File: config.mk
export PLATFORM = sky130hd
export DESIGN_NAME = xor_checked_frame_receiver
export DESIGN_NICKNAME = d
export VERILOG_FILES = /design/src/rtl/core/xcfr_pkg.sv /design/src/rtl/core/xcfr_decoder.sv /design/src/rtl/core/xor_checked_frame_receiver.sv
export SDC_FILE = /design/constraint.sdc
export NUM_CORES = 1
export LEC_CHECK = 0
export ABC_AREA = 1
export BUFFER_PORTS_ARGS = -buffer_cell sky130_fd_sc_hd__clkbuf_2
export CORE_UTILIZATION = 50
export CTS_CLUSTER_DIAMETER = 50
export DETAILED_ROUTE_END_ITERATION = 16
export PLACE_DENSITY = 0.75
export SYNTH_ARGS = -nofsm -noshare
export SYNTH_HDL_FRONTEND = slang
export SYNTH_SLANG_ARGS = --single-unit
File: constraint.sdc
create_clock -name clk -period 3.6 [get_ports clk]
set_clock_uncertainty 0.05 [all_clocks]
set_input_delay 0.36 -clock clk [delete_from_list [all_inputs] [get_ports clk]]
set_output_delay 0.36 -clock clk [all_outputs]
set_load 0.02 [all_outputs]
File: src/rtl/core/xcfr_pkg.sv
// ---------------------------------------------------------------------------
// XOR checked frame receiver package
// Shared types and constants for the frame receiver and its checker.
// ---------------------------------------------------------------------------
package xcfr_pkg;

    // Sync byte that opens every frame (sent twice).
    localparam logic [7:0] SYNC_BYTE = 8'hFF;

    // Result kinds reported for each received word.
    typedef enum logic [2:0] {
        KIND_NONE = 3'd0,
        KIND_DATA = 3'd1,
        KIND_GOOD = 3'd2,
        KIND_BAD  = 3'd3,
        KIND_LEN  = 3'd4
    } kind_t;

    // Receive phases of the framing state machine.
    typedef enum logic [2:0] {
        PH_SYNC1   = 3'd0,
        PH_SYNC2   = 3'd1,
        PH_LEN     = 3'd2,
        PH_PAYLOAD = 3'd3,
        PH_CHECK   = 3'd4
    } phase_t;

    // One result word as it travels from the decoder to the output register.
    typedef struct packed {
        kind_t      kind;
        logic [7:0] data_byte;
        logic [7:0] payload_index;
    } result_t;

endpackage

File: src/rtl/core/xcfr_decoder.sv
// ---------------------------------------------------------------------------
// XOR checked frame receiver: frame decoder
// Holds the framing state and works out the result for one received word.
// ---------------------------------------------------------------------------
module xcfr_decoder (
    input  logic               clk,
    input  logic               rst_n,
    input  logic               step,
    input  logic [7:0]         rx_byte,
    output xcfr_pkg::result_t  result
);

    xcfr_pkg::phase_t phase_reg;
    xcfr_pkg::phase_t phase_next;
    logic [7:0]       remaining_reg;
    logic [7:0]       remaining_next;
    logic [7:0]       xor_reg;
    logic [7:0]       xor_next;
    logic [7:0]       index_reg;
    logic [7:0]       index_next;
    logic [7:0]       remaining_dec;

    assign remaining_dec = remaining_reg - 8'd1;

    // Next state and the result for the word being decoded.
    always_comb
    begin
        phase_next     = phase_reg;
        remaining_next = remaining_reg;
        xor_next       = xor_reg;
        index_next     = index_reg;
        result         = '{kind: xcfr_pkg::KIND_NONE, data_byte: 8'd0, payload_index: 8'd0};

        unique case (phase_reg)
            xcfr_pkg::PH_SYNC2:
            begin
                // A word other than sync sends us back to hunting.
                phase_next = (rx_byte == xcfr_pkg::SYNC_BYTE) ? xcfr_pkg::PH_LEN
                                                               : xcfr_pkg::PH_SYNC1;
            end
            xcfr_pkg::PH_LEN:
            begin
                remaining_next   = rx_byte;
                xor_next         = 8'd0;
                index_next       = 8'd0;
                result.kind      = xcfr_pkg::KIND_LEN;
                result.data_byte = rx_byte;
                // An empty frame goes straight to its checksum.
                phase_next = (rx_byte == 8'd0) ? xcfr_pkg::PH_CHECK : xcfr_pkg::PH_PAYLOAD;
            end
            xcfr_pkg::PH_PAYLOAD:
            begin
                xor_next             = xor_reg ^ rx_byte;
                result.kind          = xcfr_pkg::KIND_DATA;
                result.data_byte     = rx_byte;
                result.payload_index = index_reg;
                index_next           = index_reg + 8'd1;
                remaining_next       = remaining_dec;
                if (remaining_dec == 8'd0)
                begin
                    phase_next = xcfr_pkg::PH_CHECK;
                end
            end
            xcfr_pkg::PH_CHECK:
            begin
                result.kind = (rx_byte == xor_reg) ? xcfr_pkg::KIND_GOOD
                                                   : xcfr_pkg::KIND_BAD;
                phase_next  = xcfr_pkg::PH_SYNC1;
            end
            default:
            begin
                // Hunting the first sync word; unused codes behave the same.
                remaining_next = 8'd0;
                xor_next       = 8'd0;
                index_next     = 8'd0;
                phase_next     = (rx_byte == xcfr_pkg::SYNC_BYTE) ? xcfr_pkg::PH_SYNC2
                                                                  : xcfr_pkg::PH_SYNC1;
            end
        endcase
    end

    // State registers advance once per decoded word.
    always_ff @(posedge clk or negedge rst_n)
    begin
        if (!rst_n)
        begin
            phase_reg     <= xcfr_pkg::PH_SYNC1;
            remaining_reg <= 8'd0;
            xor_reg       <= 8'd0;
            index_reg     <= 8'd0;
        end
        else if (step)
        begin
            phase_reg     <= phase_next;
            remaining_reg <= remaining_next;
            xor_reg       <= xor_next;
            index_reg     <= index_next;
        end
    end

endmodule

File: src/rtl/core/xor_checked_frame_receiver.sv
// ---------------------------------------------------------------------------
// XOR checked frame receiver
// Finds sync/length/payload/checksum frames in a byte stream, one result word
// for every received word.
// ---------------------------------------------------------------------------
// Flow: a word accepted into the input register is decoded into the result
// register once that register is empty or being drained. Throughput: one
// word per cycle unless out_stall holds the result register; the framing
// state update is a single level of decode between the two registers.
// Reset: rst_n clears both registers' valid flags and returns the decoder to
// hunting the first sync word.
module xor_checked_frame_receiver (
    input  logic       clk,
    input  logic       rst_n,
    input  logic       in_valid,
    output logic       in_stall,
    input  logic [7:0] rx_byte,
    output logic       out_valid,
    input  logic       out_stall,
    output logic [2:0] kind,
    output logic [7:0] data_byte,
    output logic [7:0] payload_index
);

    logic               s1_valid_reg;
    logic [7:0]         s1_byte_reg;
    logic               out_valid_reg;
    xcfr_pkg::result_t  result_reg;
    xcfr_pkg::result_t  result_next;
    logic               advance;
    logic               step;

    // The result register can take a word when empty or being drained.
    assign advance  = !out_valid_reg || !out_stall;
    assign step     = s1_valid_reg && advance;
    assign in_stall = s1_valid_reg && !advance;

    // Input register.
    always_ff @(posedge clk or negedge rst_n)
    begin
        if (!rst_n)
        begin
            s1_valid_reg <= 1'b0;
        end
        else if (!in_stall)
        begin
            s1_valid_reg <= in_valid;
        end
    end

    always_ff @(posedge clk)
    begin
        if (!in_stall && in_valid)
        begin
            s1_byte_reg <= rx_byte;
        end
    end

    xcfr_decoder u_decoder (
        .clk     (clk),
        .rst_n   (rst_n),
        .step    (step),
        .rx_byte (s1_byte_reg),
        .result  (result_next)
    );

    // Result register.
    always_ff @(posedge clk or negedge rst_n)
    begin
        if (!rst_n)
        begin
            out_valid_reg <= 1'b0;
        end
        else if (advance)
        begin
            out_valid_reg <= s1_valid_reg;
        end
    end

    always_ff @(posedge clk)
    begin
        if (step)
        begin
            result_reg <= result_next;
        end
    end

    assign out_valid     = out_valid_reg;
    assign kind          = result_reg.kind;
    assign data_byte     = result_reg.data_byte;
    assign payload_index = result_reg.payload_index;

endmodule

==> flow_summary.yaml, run 1 <==
outcome:
  outcome: "finished clean"
drt:
  vias: 1981
  ant_nets: 0
  totalWireLength_mm: 5.06
  drtIter0Drc: 141
  viasPerCell: 5.16
  firstDrtPassIters: 4
  drcViolationCount: 0
  wire_per_inst_um: 13.2
clocking:
  cts_hold_buf: 0
  cts_resized: 0
  cts.clk_slew.worst_paths_ns: 0.10
  numCtsBuffers: 5
  post_cts_buffers: 0
  clkSinkCount: 56
  cts.htree.levels: 2
  cts_tree: "yes"
  clkLatencyLatePin_ns: 0.32
  clockBufferDepth: 2
  cts_root_buf: "clkbuf_8"
logic_synthesis:
  yosysSeqAreaShare_pct: 56.4
  synth-edff-count: 27
  synth-simple-area-share_pct: 24.2
  synth_cells: 280
  synth-xor-area-share_pct: 2.89
  synth_largest_area_cell: "edfxtp_1"
  yosys_warnings: 0
  ys_ff_latch: 56
  yosys.cell_count.top_type: "nand2_1"
  ys.flop_type: "dfrtp_1"
  syn-num-nets: 295
  synth.avg_cell_area_um2: 9.73
  synth-compound-area-share_pct: 7.94
  yosysTopAreaCellShare_pct: 29.8
  ys_top_cells_by_area: "edfxtp_1, dfrtp_1, nand2_1"
  synth_area_um2: 2730
  synthAdderAreaFrac_pct: 1.38
  synth_top_family_by_area: "simple AND/OR/NAND/NOR gates"
  synth.mux.area_fraction_pct: 0
  ys_types: 34
  synthArstFlopShare_pct: 51.8
  netlist_top_cells_count: "nand2_1, inv_1, nor2_1"
sta:
  max-slew-margin-rel_pct: 50.2
  rsz0062_at_grt: "no"
  fmax_mhz: 530
  final-hold-violation-count: 0
  fin_crit_ns: 1.89
  worst_slew_pin_slew_ns: 0.747
  setup_ws_ns: 1.71
  fin_crit_sh_pct: 52.4
  setup_viol_count_final: 0
  final.setup.tns_ns: 0
  slew_violations: 0
floorplan:
  fp.dieArea_um2: 5750
  die_h_um: 75.8
  io_pins: 33
  start_util_pct: 52.7
  fp.coreArea_um2: 5170
  dieWidth_um: 75.8
  row_count: 26
setup_path:
  rr_worst_depth: 8
  worstReg2RegStart: "u_decoder.phase_reg[2]$_DFFE_PN0P_"
  cpMostUsedCell: "nor2_2"
  crit_path_start_kind: "register"
  reg2reg_to: "u_decoder.phase_reg[2]$_DFFE_PN0P_"
  critPathMaxStageDelay_ns: 0.42
  crit_chain: "inv_1 > nand2_2 > nor2_4 > inv_2 > nor2_2 > nor2_2 > nand3_1 > nand2_1"
  crit_type: "reg2reg"
  endpoint_kind: "register"
  crit_family: "simple AND/OR/NAND/NOR gates"
  critPathMaxFanout: 14
  crit_slowest_cell: "dfrtp_1"
  startpoint: "u_decoder.phase_reg[2]$_DFFE_PN0P_"
  cp.required_ns: 3.75
  crit_buf_inv: 2
  crit_cells: 8
  critical_path.endpoint: "u_decoder.phase_reg[2]$_DFFE_PN0P_"
  arrival_ns: 2.04
  r2r_setup_slack_ns: 1.71
grt:
  first_global_vias: 1863
  grt_max_degree: 30
  grt_usage_pct: 20.7
  antenna_found_initial: 0
  gr-total-overflow: 0
  grt_pass1_wl_mm: 8.64
placed_design:
  gp_congestion: 0.884
  port_buffers: 32
  hpwl_mm: 3.71
  post-place-ws_ns: 1.66
  post_dp_cell_area_um2: 2920
  placed_cells: 376
power:
  power_frac_comb_pct: 13.4
  p_per_area_nw_per_um2: 415
  switching_share_pct: 28.1
  seqPwrFrac_pct: 58.8
  switchingPower_mw: 0.352
  ir_drop_mv: 0.261
  leakagePower_nw: 1.36
  p_clk_share_pct: 27.8
  internal_power_mw: 0.899
layout:
  fillCellCount: 453
  final_cells: 384
  syn2layout_area_growth_pct: 10.6
  utilization_pct: 58.2
  drive_gt1_share_pct: 24.5
  finalNetCount: 328
  n_antenna_cell: 0
  stdcell_area_um2: 3010
job:
  max-cap-violations: 0
hold_path:
  min_path_type: "in2async"
[per-layer routing]
layer / GRT usage (%) / vias to the layer above / share of wire [%]
li1: - / 989 / -
met2: 34.3 / 51 / 48
met4: 6.17 / 0 / 1.2
met1: 27.6 / 935 / 46
met3: 3.97 / 6 / 4.7
met5: 0 / - / 0
[cell usage in the layout, fill, tap and decap left out, types with 4 or more instances in the layout]
cell,count
inv_1,33
dfrtp_1,29
nor2_1,32
nand2_1,49
xor2_1,5
inv_2,4
o21ai_2,6
xnor2_1,4
clkbuf_8,5
nor2_2,6
clkbuf_2,32
edfxtp_1,27
nand4_1,10
nand3_1,21
o21ai_0,12
nand2_2,9
[worst reg2reg max path: stages, from the launching register on]
cell	delay (ns)
dfrtp_1	0.42
inv_1	0.11
nand2_2	0.18
nor2_4	0.38
inv_2	0.22
nor2_2	0.19
nor2_2	0.08
nand3_1	0.09
nand2_1	0.06
[cell type report]
type | count | area [um^2] | share of cell area [%]
flip-flops and latches | 56 | 1540 | 51.0
repair buffers | 32 | 160 | 5.32
clock inverters | 3 | 22.5 | 0.748
multi-input cells | 180 | 992 | 32.9
inverters | 38 | 145 | 4.82
clock buffers | 5 | 68.8 | 2.28
well taps | 70 | 87.6 | 2.91
[metrics by stage]
stage	total power, mW	hold slack [ns]
after floorplan	0.872	0.0144
after global placement	0.914	0.410
final	1.25	0.0430
after detailed placement	0.917	0.410
after CTS	1.26	0.0665
after global routing	1.31	0.103
[cells by family after synthesis]
logic type	count (synthesis)
flops	56
buf+inv	44
simple gates	137
compound gates	31
xor+xnor	9
fa+ha+maj	3
[power by group through the flow]
| stage | Clock, mW | Combinational [mW] | Sequential, mW |
|---|---|---|---|
| after floorplan | 0 | 0.102 | 0.770 |
| final | 0.348 | 0.167 | 0.736 |
| after detailed placement | 0 | 0.168 | 0.749 |
| after global placement | 0 | 0.165 | 0.749 |
| after global routing | 0.380 | 0.188 | 0.741 |
| after CTS | 0.356 | 0.168 | 0.736 |
[how the worst min path moves through the flow]
stage,startpoint,end,depth (start not counted)
floorplan,rst_n,out_valid$_DFFE_PN0N_,0
global placement,rst_n,s1_valid_reg$_DFFE_PN0N_,1
detailed placement,rst_n,s1_valid_reg$_DFFE_PN0N_,1
CTS,rst_n,s1_valid_reg$_DFFE_PN0N_,1
global route,rst_n,s1_valid_reg$_DFFE_PN0N_,1
finish,rst_n,s1_valid_reg$_DFFE_PN0N_,1
(Power assumes the default switching activity.)
==> inputs of run 2 (changes only) <==
- clock period: 3.6 -> 1.9 ns (I/O delays scaled with it)
==> run 2 against run 1 <==
Net effect: flip-flop and latch count stayed put; count of clock-buffer cells in the layout stayed put; first-iteration DRC count is 7.1% higher; critical path type unchanged; largest power group unchanged; register-to-register slack worse by 1.5 ns; power is 99% higher; worst hold slack worse by 0.031 ns; final cell count is 2.6% higher; die area stayed put; sequential power is 89% higher.
==> flow_summary.yaml, run 2 (synthesis gave the netlist of run 1 again) <==
outcome:
  outcome: "finished clean"
setup_path:
  crit_family: "simple AND/OR/NAND/NOR gates"
  rr_worst_depth: 11
  worstReg2RegStart: "u_decoder.remaining_reg[0]$_DFFE_PN0P_"
  r2r_setup_slack_ns: 0.18
  crit_chain: "inv_2 > ha_1 > inv_1 > nor2_2 > nand4_1 > nand2_1 > nor2_2 > nor2_2 > nand2_2 > nand2_1 > nand2_1"
  endpoint_kind: "register"
  arrival_ns: 1.87
  crit_slowest_cell: "dfrtp_1"
  cp.required_ns: 2.05
  crit_buf_inv: 2
  crit_type: "reg2reg"
  critPathMaxFanout: 6
  critPathMaxStageDelay_ns: 0.41
  crit_path_start_kind: "register"
  reg2reg_to: "u_decoder.phase_reg[2]$_DFFE_PN0P_"
grt:
  antenna_found_initial: 0
  first_global_vias: 1899
  grt_busiest_layer: "met2"
  gr-total-overflow: 0
  grt_pass1_wl_mm: 8.46
  globalRouteMet2Util_pct: 34.0
  use_met1_pct: 26.3
  grt_usage_pct: 20.1
  grt_max_degree: 30
  grt_use_met3_pct: 4.37
hold_path:
  hold_depth: 1
  whs_endpoint: "s1_byte_reg[4]$_DFFE_PP_"
  min_path_type: "in2reg"
  holdCritStartpoint: "rx_byte[4]"
power:
  p_total_mw: 2.50
  leakagePower_nw: 1.41
  p_per_area_nw_per_um2: 798
  ir_drop_mv: 0.521
clocking:
  clockBufferDepth: 2
  cts.clk_slew.worst_paths_ns: 0.09
  cts_root_buf: "clkbuf_8"
  clkLatencyLatePin_ns: 0.30
  cts.htree.levels: 2
  clkSinkCount: 56
  cts_tree: "yes"
  cts_resized: 0
  numCtsBuffers: 5
floorplan:
  fp.coreArea_um2: 5170
  fp.dieArea_um2: 5750
  row_count: 26
  dieWidth_um: 75.8
  start_util_pct: 52.7
  die_h_um: 75.8
  io_pins: 33
placed_design:
  post-place-ws_ns: 0.203
  gp_congestion: 0.901
  hpwl_mm: 3.52
  port_buffers: 32
sta:
  fin_crit_ns: 1.72
  fmax_mhz: 581
  setup_viol_count_final: 0
  final-hold-violation-count: 0
  final.setup.tns_ns: 0
  max-slew-margin-rel_pct: 48.9
  fin_crit_sh_pct: 90.6
  worst_slew_pin_slew_ns: 0.767
  rsz0062_at_grt: "no"
  slew_violations: 0
  setup_ws_ns: 0.178
drt:
  drcViolationCount: 0
  ant_nets: 0
  viasPerCell: 5.03
  totalWireLength_mm: 4.95
  firstDrtPassIters: 4
  wire_per_inst_um: 12.6
  drtIter0Drc: 151
  vias: 1982
layout:
  drive_gt1_share_pct: 24.7
  fillCellCount: 434
  final_cell_mix: "nand2_1, inv_1, nor2_1, clkbuf_2, dfrtp_1"
  final_common_cell: "nand2_1"
  syn2layout_area_growth_pct: 14.7
  finalNetCount: 338
  n_antenna_cell: 0
job:
  max-cap-violations: 0
[run 2: cell count changes in the layout (fill, tap and decap cells not counted), sizes merged]
cell,previous run,this run
buf,0,3
bufinv,0,1
clkinv,2,1
clkinvlp,0,1
dlygate4sd3,0,7
inv,39,38
[run 2: worst max path at each step]
stage | start | to | slack (ns) | cells after the start
6_report | u_decoder.remaining_reg[0]$_DFFE_PN0P_ | u_decoder.phase_reg[2]$_DFFE_PN0P_ | 0.18 | 11
5_1_grt | u_decoder.remaining_reg[0]$_DFFE_PN0P_ | u_decoder.phase_reg[0]$_DFFE_PN0P_ | 0.03 | 11
4_1_cts | u_decoder.remaining_reg[0]$_DFFE_PN0P_ | u_decoder.phase_reg[2]$_DFFE_PN0P_ | 0.19 | 11
3_5_place_dp | u_decoder.remaining_reg[0]$_DFFE_PN0P_ | u_decoder.phase_reg[2]$_DFFE_PN0P_ | 0.20 | 11
3_3_place_gp | u_decoder.remaining_reg[0]$_DFFE_PN0P_ | u_decoder.phase_reg[1]$_DFFE_PN0P_ | 0.25 | 11
2_1_floorplan | u_decoder.remaining_reg[0]$_DFFE_PN0P_ | u_decoder.phase_reg[1]$_DFFE_PN0P_ | 0.36 | 11
[run 2: repair_timing]
| action | CTS | global route |
|---|---|---|
| hold endpoints to repair | 32 | 3 |
| buffers inserted | 0 | 0 |
| hold buffers | 4 | 3 |
[run 2: through the flow]
| stage | util, % | instance area (um^2) | cells | hold slack [ns] |
|---|---|---|---|---|
| after detailed placement | 56.9 | 2940 | 379 | 0.247 |
| final | 60.4 | 3130 | 394 | 0.0119 |
| after floorplan | - | 2730 | 280 | -0.156 |
| after CTS | 59.8 | 3100 | 391 | 0.00454 |
| after global placement | 56.9 | 2940 | 379 | 0.243 |
| after global routing | 60.4 | 3130 | 394 | 0.0000852 |
[run 2: layout make-up]
cell class	count	area, um^2	area share [%]
sequential	56	1540	49.2
multi-input combinational	180	992	31.7
timing repair buffer	42	253	8.09
inverter	38	145	4.64
tap	70	87.6	2.80
clock buffer	5	68.8	2.20
clock inverter	3	42.5	1.36
[run 2: metal layers]
metal | wire, um | part of all wire, % | vias to the layer above
li1 | - | - | 1009
met1 | 2310 | 47 | 914
met2 | 2360 | 48 | 52
met3 | 244 | 4.9 | 7
met4 | 38 | 0.77 | 0
met5 | 0 | 0 | -
[run 2: worst register-to-register path: stages, from the launching register on]
cell     delay [ns]
dfrtp_1        0.41
inv_2          0.13
ha_1           0.20
inv_1          0.06
nor2_2         0.14
nand4_1        0.10
nand2_1        0.09
nor2_2         0.04
nor2_2         0.18
nand2_2        0.09
nand2_1        0.06
nand2_1        0.05
[run 2: report_power, final]
part | leakage [nW] | total, mW | internal, mW | switching, mW
Clock | 0.0541 | 0.763 | 0.390 | 0.373
Sequential | 0.661 | 1.39 | 1.35 | 0.0405
Combinational | 0.697 | 0.341 | 0.105 | 0.236
